$ cat config.mk
export PLATFORM = sky130hd
export DESIGN_NAME = madt_entry_parser_top
export DESIGN_NICKNAME = d
export VERILOG_FILES = /design/src/hw/rtl/madt_pkg.sv /design/src/hw/rtl/madt_entry_seq.sv /design/src/hw/rtl/madt_accum.sv /design/src/hw/rtl/madt_entry_parser_top.sv
export SDC_FILE = /design/constraint.sdc
export NUM_CORES = 1
export LEC_CHECK = 0
export BUFFER_PORTS_ARGS = -buffer_cell sky130_fd_sc_hd__buf_2
export CORE_MARGIN = 4
export CORE_UTILIZATION = 50
export DETAILED_ROUTE_END_ITERATION = 6
export HOLD_SLACK_MARGIN = 0.15
export PLACE_DENSITY = 0.71
export SYNTH_ARGS = -nofsm -noshare
export SYNTH_HDL_FRONTEND = slang
export SYNTH_SLANG_ARGS = --single-unit
export TNS_END_PERCENT = 50
$ cat constraint.sdc
create_clock -name clk -period 8.1 [get_ports clk]
set_clock_uncertainty 0.15 [all_clocks]
set_input_delay 0.81 -clock clk [delete_from_list [all_inputs] [get_ports clk]]
set_output_delay 0.81 -clock clk [all_outputs]
set_load 0.01 [all_outputs]
$ cat src/hw/rtl/madt_pkg.sv
// Shared constants and types for the interrupt-controller table entry parser.
package madt_pkg;

	localparam int CNT_W       = 4;
	localparam int FIELD_BYTES = 9;
	localparam int MAX_IDS_DEF = 8;

	localparam logic [31:0] DEF_LOCAL_BASE = 32'hFEE0_0000;

	// entry type codes
	localparam logic [7:0] KIND_LAPIC     = 8'd0;
	localparam logic [7:0] KIND_IOAPIC    = 8'd1;
	localparam logic [7:0] KIND_LAPIC_OVR = 8'd5;

	// length limits
	localparam logic [7:0] LEN_MIN        = 8'd2;
	localparam logic [7:0] LEN_LAPIC_MIN  = 8'd8;
	localparam logic [7:0] LEN_IOAPIC_MIN = 8'd12;
	localparam logic [7:0] LEN_OVR_MIN    = 8'd12;

	// byte positions inside an entry
	localparam logic [7:0] POS_KIND    = 8'd0;
	localparam logic [7:0] POS_LEN     = 8'd1;
	localparam logic [7:0] POS_BODY    = 8'd2;
	localparam logic [7:0] POS_FIELD0  = 8'd3;
	localparam logic [7:0] POS_FIELD_Z = 8'd11;

	// configuration register index (paddr[2])
	localparam logic REG_DEFAULT_BASE = 1'b0;

	// one completed entry, as seen by the accumulator
	typedef struct packed {
		logic        done;
		logic [7:0]  kind;
		logic [7:0]  length;
		logic [7:0]  cpu_id;
		logic        enabled;
		logic [63:0] field;
	} entry_evt_t;

	typedef struct packed {
		logic             status;
		logic [63:0]      local_base;
		logic [31:0]      router_base;
		logic [31:0]      router_irq_base;
		logic [CNT_W-1:0] cpu_count;
		logic [63:0]      cpu_ids;
	} summary_t;

endpackage

$ cat src/hw/rtl/madt_entry_seq.sv
// Entry framing: tracks type, length and byte position, captures body bytes.
module madt_entry_seq import madt_pkg::*; (
	input  logic       clk,
	input  logic       arst_n,
	input  logic       fire,
	input  logic       byte_in_valid,
	input  logic [7:0] byte_in,
	input  logic       clear,
	output entry_evt_t evt
);

	logic [7:0] kind_q, len_q, pos_q;
	logic       stopped_q;
	logic [7:0] fb_q [FIELD_BYTES];

	logic [7:0] kind_n, len_n, pos_n;
	logic       stop_n;
	logic       take;
	logic [8:0] pos_inc;

	assign take    = fire & byte_in_valid & ~stopped_q;
	assign pos_inc = {1'b0, pos_q} + 9'd1;

	always_comb begin
		kind_n      = kind_q;
		len_n       = len_q;
		pos_n       = pos_q;
		stop_n      = stopped_q;
		evt.done    = 1'b0;
		evt.kind    = kind_q;
		evt.length  = len_q;
		evt.cpu_id  = fb_q[0];
		evt.enabled = fb_q[1][0];
		// last body byte may complete the field in this same transfer
		evt.field   = {((take && pos_q == POS_FIELD_Z) ? byte_in : fb_q[8]),
			fb_q[7], fb_q[6], fb_q[5], fb_q[4], fb_q[3], fb_q[2], fb_q[1]};
		if (take) begin
			if (pos_q == POS_KIND) begin
				kind_n = byte_in;
				pos_n  = POS_LEN;
			end else if (pos_q == POS_LEN) begin
				if (byte_in < LEN_MIN) begin
					stop_n = 1'b1;
				end else begin
					len_n      = byte_in;
					evt.length = byte_in;
					if (byte_in == LEN_MIN) begin
						evt.done = 1'b1;
						pos_n    = POS_KIND;
					end else begin
						pos_n = POS_BODY;
					end
				end
			end else if (pos_inc >= {1'b0, len_q}) begin
				evt.done = 1'b1;
				pos_n    = POS_KIND;
			end else begin
				pos_n = pos_inc[7:0];
			end
		end
		if (clear) begin
			kind_n = '0;
			len_n  = '0;
			pos_n  = POS_KIND;
			stop_n = 1'b0;
		end
	end

	always_ff @(posedge clk or negedge arst_n) begin
		if (!arst_n) begin
			kind_q    <= '0;
			len_q     <= '0;
			pos_q     <= POS_KIND;
			stopped_q <= 1'b0;
		end else begin
			kind_q    <= kind_n;
			len_q     <= len_n;
			pos_q     <= pos_n;
			stopped_q <= stop_n;
		end
	end

	// capture body bytes at offsets 3..11
	always_ff @(posedge clk) begin
		for (int k = 0; k < FIELD_BYTES; k++) begin
			if (take && pos_q >= POS_FIELD0 && pos_q == POS_FIELD0 + 8'(k))
				fb_q[k] <= byte_in;
		end
	end

endmodule

$ cat src/hw/rtl/madt_accum.sv
// Table summary: collects ids, routing controller and local base; holds the result.
module madt_accum import madt_pkg::*; #(
	parameter int MAX_IDS = MAX_IDS_DEF
) (
	input  logic        clk,
	input  logic        arst_n,
	input  entry_evt_t  evt,
	input  logic        finish,
	input  logic [31:0] default_base,
	input  logic        out_ready,
	output logic        out_valid,
	output summary_t    result
);

	logic [CNT_W-1:0] cnt_q, cnt_n;
	logic [7:0]       ids_q [MAX_IDS];
	logic [7:0]       ids_n [MAX_IDS];
	logic             found_q, found_n;
	logic [31:0]      rbase_q, rbase_n, rirq_q, rirq_n;
	logic             seen_q, seen_n;
	logic [63:0]      ovr_q, ovr_n;
	logic             wr_id;
	logic             out_valid_q;
	summary_t         res_q, res_n;

	always_comb begin
		cnt_n   = cnt_q;
		found_n = found_q;
		rbase_n = rbase_q;
		rirq_n  = rirq_q;
		seen_n  = seen_q;
		ovr_n   = ovr_q;
		wr_id   = 1'b0;
		if (evt.done) begin
			case (evt.kind)
				KIND_LAPIC: begin
					if (evt.length >= LEN_LAPIC_MIN && evt.enabled &&
						cnt_q < CNT_W'(MAX_IDS)) begin
						wr_id = 1'b1;
						cnt_n = cnt_q + CNT_W'(1);
					end
				end
				KIND_IOAPIC: begin
					if (evt.length >= LEN_IOAPIC_MIN && !found_q) begin
						found_n = 1'b1;
						rbase_n = evt.field[31:0];
						rirq_n  = evt.field[63:32];
					end
				end
				KIND_LAPIC_OVR: begin
					if (evt.length >= LEN_OVR_MIN) begin
						seen_n = 1'b1;
						ovr_n  = evt.field;
					end
				end
				default: ;
			endcase
		end
		for (int i = 0; i < MAX_IDS; i++)
			ids_n[i] = (wr_id && cnt_q == CNT_W'(i)) ? evt.cpu_id : ids_q[i];
	end

	always_comb begin
		res_n.status          = ~found_n;
		res_n.local_base      = seen_n ? ovr_n : {32'b0, default_base};
		res_n.router_base     = rbase_n;
		res_n.router_irq_base = rirq_n;
		res_n.cpu_count       = cnt_n;
		res_n.cpu_ids         = '0;
		for (int i = 0; i < MAX_IDS; i++) begin
			if (CNT_W'(i) < cnt_n)
				res_n.cpu_ids[8*i +: 8] = ids_n[i];
		end
	end

	always_ff @(posedge clk or negedge arst_n) begin
		if (!arst_n) begin
			cnt_q       <= '0;
			found_q     <= 1'b0;
			rbase_q     <= '0;
			rirq_q      <= '0;
			seen_q      <= 1'b0;
			ovr_q       <= '0;
			out_valid_q <= 1'b0;
		end else begin
			if (finish) begin
				cnt_q   <= '0;
				found_q <= 1'b0;
				rbase_q <= '0;
				rirq_q  <= '0;
				seen_q  <= 1'b0;
				ovr_q   <= '0;
			end else begin
				cnt_q   <= cnt_n;
				found_q <= found_n;
				rbase_q <= rbase_n;
				rirq_q  <= rirq_n;
				seen_q  <= seen_n;
				ovr_q   <= ovr_n;
			end
			if (finish)
				out_valid_q <= 1'b1;
			else if (out_ready)
				out_valid_q <= 1'b0;
		end
	end

	always_ff @(posedge clk) begin
		for (int i = 0; i < MAX_IDS; i++)
			ids_q[i] <= ids_n[i];
		if (finish)
			res_q <= res_n;
	end

	assign out_valid = out_valid_q;
	assign result    = res_q;

	a_cnt_bound: assert property (@(posedge clk) disable iff (!arst_n)
		cnt_q <= CNT_W'(MAX_IDS))
		else $error("id count above limit");

	a_clear_after_finish: assert property (@(posedge clk) disable iff (!arst_n)
		finish |=> (cnt_q == '0 && !found_q && !seen_q))
		else $error("summary state not cleared after end of table");

	a_no_router_zero: assert property (@(posedge clk) disable iff (!arst_n)
		(out_valid_q && res_q.status) |->
			(res_q.router_base == '0 && res_q.router_irq_base == '0))
		else $error("router fields set without routing controller");

	a_out_count_bound: assert property (@(posedge clk) disable iff (!arst_n)
		out_valid_q |-> res_q.cpu_count <= CNT_W'(MAX_IDS))
		else $error("result id count above limit");

endmodule

$ cat src/hw/rtl/madt_entry_parser_top.sv
// Top level of the interrupt-controller table entry parser.
// Feed the entry area one byte per transfer on the input channel (little
// endian, is_last on the final transfer, byte_valid low for a bare end
// marker). Each byte is taken into an input register and handled from
// there, so one byte is accepted every cycle; the summary is built when
// the is_last transfer leaves the input register and is held in an output
// register, and the input keeps flowing unless a second end of table
// arrives while an earlier summary is still untaken. After each summary
// all collected state is cleared. default_local_base sits at APB address 0
// and should be written only while no table is in flight.
module madt_entry_parser_top import madt_pkg::*; #(
	parameter int MAX_IDS = MAX_IDS_DEF
) (
	input  logic             clk,
	input  logic             arst_n,
	input  logic             in_valid,
	output logic             in_ready,
	input  logic [7:0]       entry_byte,
	input  logic             byte_valid,
	input  logic             is_last,
	output logic             out_valid,
	input  logic             out_ready,
	output logic             status,
	output logic [63:0]      local_base,
	output logic [31:0]      router_base,
	output logic [31:0]      router_irq_base,
	output logic [CNT_W-1:0] cpu_count,
	output logic [63:0]      cpu_ids,
	input  logic             psel,
	input  logic             penable,
	input  logic             pwrite,
	input  logic [2:0]       paddr,
	input  logic [31:0]      pwdata,
	output logic [31:0]      prdata,
	output logic             pready
);

	logic        v_s1, bvalid_s1, last_s1;
	logic [7:0]  byte_s1;
	logic        stall, fire, finish;
	logic [31:0] dflt_q;
	entry_evt_t  evt;
	summary_t    result;

	// hold an end-of-table byte until the previous summary is taken
	assign stall    = v_s1 & last_s1 & out_valid & ~out_ready;
	assign fire     = v_s1 & ~stall;
	assign finish   = fire & last_s1;
	assign in_ready = ~v_s1 | ~stall;

	always_ff @(posedge clk or negedge arst_n) begin
		if (!arst_n) begin
			v_s1 <= 1'b0;
		end else if (in_ready) begin
			v_s1 <= in_valid;
		end
	end

	always_ff @(posedge clk) begin
		if (in_ready && in_valid) begin
			byte_s1   <= entry_byte;
			bvalid_s1 <= byte_valid;
			last_s1   <= is_last;
		end
	end

	// configuration register
	always_ff @(posedge clk or negedge arst_n) begin
		if (!arst_n) begin
			dflt_q <= DEF_LOCAL_BASE;
		end else if (psel && penable && pwrite && paddr[2] == REG_DEFAULT_BASE) begin
			dflt_q <= pwdata;
		end
	end

	assign pready = 1'b1;
	assign prdata = (paddr[2] == REG_DEFAULT_BASE) ? dflt_q : 32'b0;

	madt_entry_seq u_seq (
		.clk           (clk),
		.arst_n        (arst_n),
		.fire          (fire),
		.byte_in_valid (bvalid_s1),
		.byte_in       (byte_s1),
		.clear         (finish),
		.evt           (evt)
	);

	madt_accum #(
		.MAX_IDS (MAX_IDS)
	) u_accum (
		.clk          (clk),
		.arst_n       (arst_n),
		.evt          (evt),
		.finish       (finish),
		.default_base (dflt_q),
		.out_ready    (out_ready),
		.out_valid    (out_valid),
		.result       (result)
	);

	assign status          = result.status;
	assign local_base      = result.local_base;
	assign router_base     = result.router_base;
	assign router_irq_base = result.router_irq_base;
	assign cpu_count       = result.cpu_count;
	assign cpu_ids         = result.cpu_ids;

endmodule

==> reports/qor_table.md <==
| Result | Reported | Unit |
|:---|:---|:---|
| Run status | completed | - |
| Number of antenna violations at the first check in global routing | 2 | - |
| Placeable Area | 41900 | um2 |
| Overall Power | 6170 | uW |
| End of the worst hold path | byte_s1[6] | - |
| Portion of the clock cycle consumed by the worst path in the final layout | 59.1 | % |
| Share of layout cells above drive strength 1 | 24.7 | % |
| Number of clock sinks | 536 | - |
| Total number of yosys warnings | 0 | - |
| Number of buffer and inverter stages on the critical path | 1 | - |
| Worst flop-to-flop path startpoint | u_seq.pos_q[0] | - |
| Simple-gate share of the synthesized area | 12.9 | % |
| Cell count of the worst hold path | 1 | - |
| Tmin final | 4790 | ps |
| Total number of H-tree levels | 2 | - |
| Upper clock frequency limit | 209 | MHz |
| Die area | 45800 | um2 |
| Average cell area after synthesis | 12.6 | um2 |
| Main combinational cell family by area after synthesis | simple AND/OR/NAND/NOR gates | - |
| Synth Cell Area | 21200 | um2 |
| Worst R2R Setup Slack | 3310 | ps |
| Portion of synthesized cell area occupied by the leading cell type | 39.5 | % |
| Clock buffers created by TritonCTS | 54 | - |
| Remaining max-slew budget at the tightest pin | 22.4 | % |
| Layout Area Growth over Synthesis | 17.4 | % |
| Number of I/O port buffers | 280 | - |
| Post-synthesis sequential element count | 536 | - |
| Initial core utilization | 50.6 | % |
| Half-perimeter wire length of the detailed placement result | 31900 | um |
| Post-cts gate resize count | 0 | - |
| Global placement routability congestion | 0.863 | - |
| Fraction of the mapped netlist area in compound gates | 7.73 | % |
| Count of flip-flops with a built-in enable after synthesis | 279 | - |
| Dominant cell type by area after synthesis | sky130_fd_sc_hd__edfxtp_1 | - |
| Post-Syn Instances | 1690 | - |
| Transition at the pin with the smallest max-transition slack | 1160 | ps |
| Worst-path clk slew | 60 | ps |
| Cell chain of the critical path | ha_1 -> nand4_1 -> xnor2_1 -> ha_1 -> o21ai_0 -> o221ai_1 -> a21oi_1 -> a211oi_4 -> nand4_4 -> buf_4 -> o21ai_0 | - |
| Die H | 214 | um |
| Maximum number of buffers from clock root to sink | 3 | - |
| Number of violations of the max-capacitance limit | 0 | - |
| Residual DRC | 0 | - |
| Total detailed-routing wirelength | 50500 | um |
| CTS tree | yes | - |
| HP Class | in2reg | - |
| Commonest register cell after synthesis | sky130_fd_sc_hd__edfxtp_1 | - |
| Reg-to-Reg End | u_accum.result[195] | - |
| GRT overflow | 0 | - |
| Post-synthesis adder-cell area fraction | 0.944 | % |
| Startpoint of the lowest-slack hold path | entry_byte[6] | - |
| Standard cell with the maximum stage delay on the critical path | sky130_fd_sc_hd__buf_4 | - |
| Post-route antenna net violation count | 0 | - |
| Top delay family on crit path | compound AO/OA/AOI/OAI gates | - |
| Portion of netlist area occupied by mux cells | 6.99 | % |
| Setup violators final | 0 | - |
| Worst Reg-to-Reg Cells | 11 | - |
| Total GRT Usage | 21.9 | % |
| Critical path capture point type | flip-flop | - |
| Number of search-and-repair iterations in the first detailed-routing pass | 7 | - |
| Critical path launch point type | flip-flop | - |
| Library cells used by synthesis | 66 | - |
| Register area share after synthesis | 68.4 | % |
| Signal arrival time at the worst endpoint | 4940 | ps |
| Post-detailed-route wirelength per cell | 19.9 | um |
| Global-route wire length before repair | 79200 | um |
| Share of flip-flops with an asynchronous set or reset | 36.0 | % |
| Endpoint required time on the critical path | 8250 | ps |
| Largest voltage drop on the vdd net | 0.184 | mV |
| Final core utilization | 59.3 | % |
| Width of the die | 214 | um |
| Top post-synthesis cells by area | sky130_fd_sc_hd__edfxtp_1 39%, sky130_fd_sc_hd__dfrtp_1 22%, sky130_fd_sc_hd__dfxtp_1 6.0%, sky130_fd_sc_hd__nand2_1 5.0%, sky130_fd_sc_hd__mux2_2 3.9% | - |
| Most common library cell in the layout ignoring fill and taps | sky130_fd_sc_hd__nand2_1 | - |
| Number of vias in the routed layout | 13.8k | - |
| Kind of critical path | reg2reg | - |
| Number of global-route vias before repair | 13.7k | - |
| Violation count after the first detailed-route iteration | 908 | - |
| Xor and xnor fraction of the mapped netlist area | 0.289 | % |
| FP Rows | 75 | - |
| Post-layout nets | 2019 | - |
| Max Slew Vio Count | 0 | - |
| Post-synth net total | 1758 | - |
| Boundary pin count | 284 | - |
| Vias per Instance | 5.43 | - |
| Commonest non-fill, non-tap cells in the layout | 283 x sky130_fd_sc_hd__nand2_1, 279 x sky130_fd_sc_hd__edfxtp_1, 279 x sky130_fd_sc_hd__buf_2 | - |
| Largest fanout of any net on the critical path | 96 | - |
| Endpoints failing hold | 0 | - |
| Maximum number of pins on one net before global-route repair | 169 | - |
| TNS Setup | 0 | ps |
| Static Leakage | 0.0109 | uW |
| Antenna Diode Count | 0 | - |
| CP max stage delay | 770 | ps |
| Power density relative to cell area | 248 | nW/um2 |
| Clock latency reported for the late side of the worst-skew pair | 600 | ps |
| RSZ-0062 raised after global routing | false | - |
| Clock Root Buffer | sky130_fd_sc_hd__clkbuf_16 | - |
## registers in the layout, indices dropped and copies added (netlist names), 4 cells and up
register and cells:
u_accum.result 197, u_seq.fb_q 72, u_accum.ids_q 64, u_accum.ovr_q 64, dflt_q 32, u_accum.rbase_q 32, u_accum.rirq_q 32, byte_s1 8
u_seq.kind_q 8, u_seq.len_q 8, u_seq.pos_q 8, u_accum.cnt_q 4
## worst max path at each step
stage,startpoint,cells after the start,slack [ps],to
2_1_floorplan,out_ready,5,250,u_accum.result[0]
3_3_place_gp,u_seq.pos_q[0],11,3390,u_accum.result[170]
3_5_place_dp,u_seq.pos_q[0],11,3380,u_accum.result[195]
4_1_cts,u_seq.pos_q[0],11,3350,u_accum.result[195]
5_1_grt,u_seq.pos_q[0],11,2840,u_accum.result[18]
6_report,u_seq.pos_q[0],11,3310,u_accum.result[195]
## report_power, final
group | internal [uW] | total [uW] | switching [uW]
combinational | 207 | 575 | 368
clock | 1470 | 2490 | 1020
sequential | 3020 | 3110 | 94.5
total | 4690 | 6170 | 1480
## cell type report
| class | instances | area, um2 |
|---|---|---|
| clock inverter | 25 | 254 |
| fill | 3299 | 17100 |
| sequential | 536 | 14500 |
| multi-input combinational | 1013 | 6170 |
| tap | 539 | 674 |
| inverter | 48 | 188 |
| timing repair buffer | 298 | 1560 |
| clock buffer | 75 | 1550 |
## synth_stat cells, types with 2 or more instances
library cell,number
sky130_fd_sc_hd__a21boi_0,16
sky130_fd_sc_hd__a21o_1,2
sky130_fd_sc_hd__a21oi_1,110
sky130_fd_sc_hd__a22o_1,25
sky130_fd_sc_hd__a22oi_1,6
sky130_fd_sc_hd__a31oi_1,2
sky130_fd_sc_hd__and2_1,20
sky130_fd_sc_hd__and3_1,10
sky130_fd_sc_hd__buf_1,10
sky130_fd_sc_hd__buf_2,23
sky130_fd_sc_hd__buf_4,6
sky130_fd_sc_hd__clkbuf_1,53
sky130_fd_sc_hd__clkinv_1,2
sky130_fd_sc_hd__dfrtp_1,183
sky130_fd_sc_hd__dfstp_2,10
sky130_fd_sc_hd__dfxtp_1,64
sky130_fd_sc_hd__edfxtp_1,279
sky130_fd_sc_hd__ha_1,16
sky130_fd_sc_hd__inv_1,46
sky130_fd_sc_hd__mux2_2,73
sky130_fd_sc_hd__mux2i_1,66
sky130_fd_sc_hd__nand2_1,283
sky130_fd_sc_hd__nand2b_1,14
sky130_fd_sc_hd__nand3_1,84
sky130_fd_sc_hd__nand3_2,2
sky130_fd_sc_hd__nand3_4,2
sky130_fd_sc_hd__nand4_1,10
sky130_fd_sc_hd__nand4_2,2
sky130_fd_sc_hd__nand4b_1,2
sky130_fd_sc_hd__nor2_1,61
sky130_fd_sc_hd__nor2b_1,48
sky130_fd_sc_hd__nor3_1,18
sky130_fd_sc_hd__nor4_1,5
sky130_fd_sc_hd__nor4b_1,2
sky130_fd_sc_hd__o21ai_0,83
sky130_fd_sc_hd__o221ai_1,2
sky130_fd_sc_hd__o31ai_1,11
sky130_fd_sc_hd__or2_2,4
sky130_fd_sc_hd__or4_1,3
sky130_fd_sc_hd__xnor2_1,5
sky130_fd_sc_hd__xor2_1,2
## cells by family (layout without fill, tap and decap cells)
logic type                 count (synthesis)  count (layout)
xor gates and xnor gates                   7               7
DFF                                      536             536
and+or+nand+nor                          579             579
adders and majority gates                 16              16
buffers and inverters                    141             446
AOI/OAI and AO/OA                        271             271
muxes                                    139             139
other                                      1               1
## per-layer routing
| metal | vias to the layer above | GRT usage, % | routed length (um) |
|---|---|---|---|
| li1 | 6488 | - | - |
| met1 | 6791 | 29.9 | 21800 |
| met2 | 408 | 36.6 | 24800 |
| met3 | 70 | 4.23 | 2880 |
| met4 | 0 | 5.40 | 1000 |
| met5 | - | 0 | 0 |
## through the flow
step           cells  hold WS, ps  cell area, um2  setup slack (ps)
6_report        2534          246           24900              3310
5_1_grt         2534          224           24900              2840
4_1_cts         2534          212           24900              3350
3_5_place_dp    2433          297           23100              3380
3_3_place_gp    2433          290           23100              3390
2_1_floorplan   1690          280           21200               253
## repair_timing
item,in CTS,in global routing
endpoints found under the hold margin,58,0
hold buffers,1,0
setup buffers,0,0
Power figures use the tool's default switching activity.
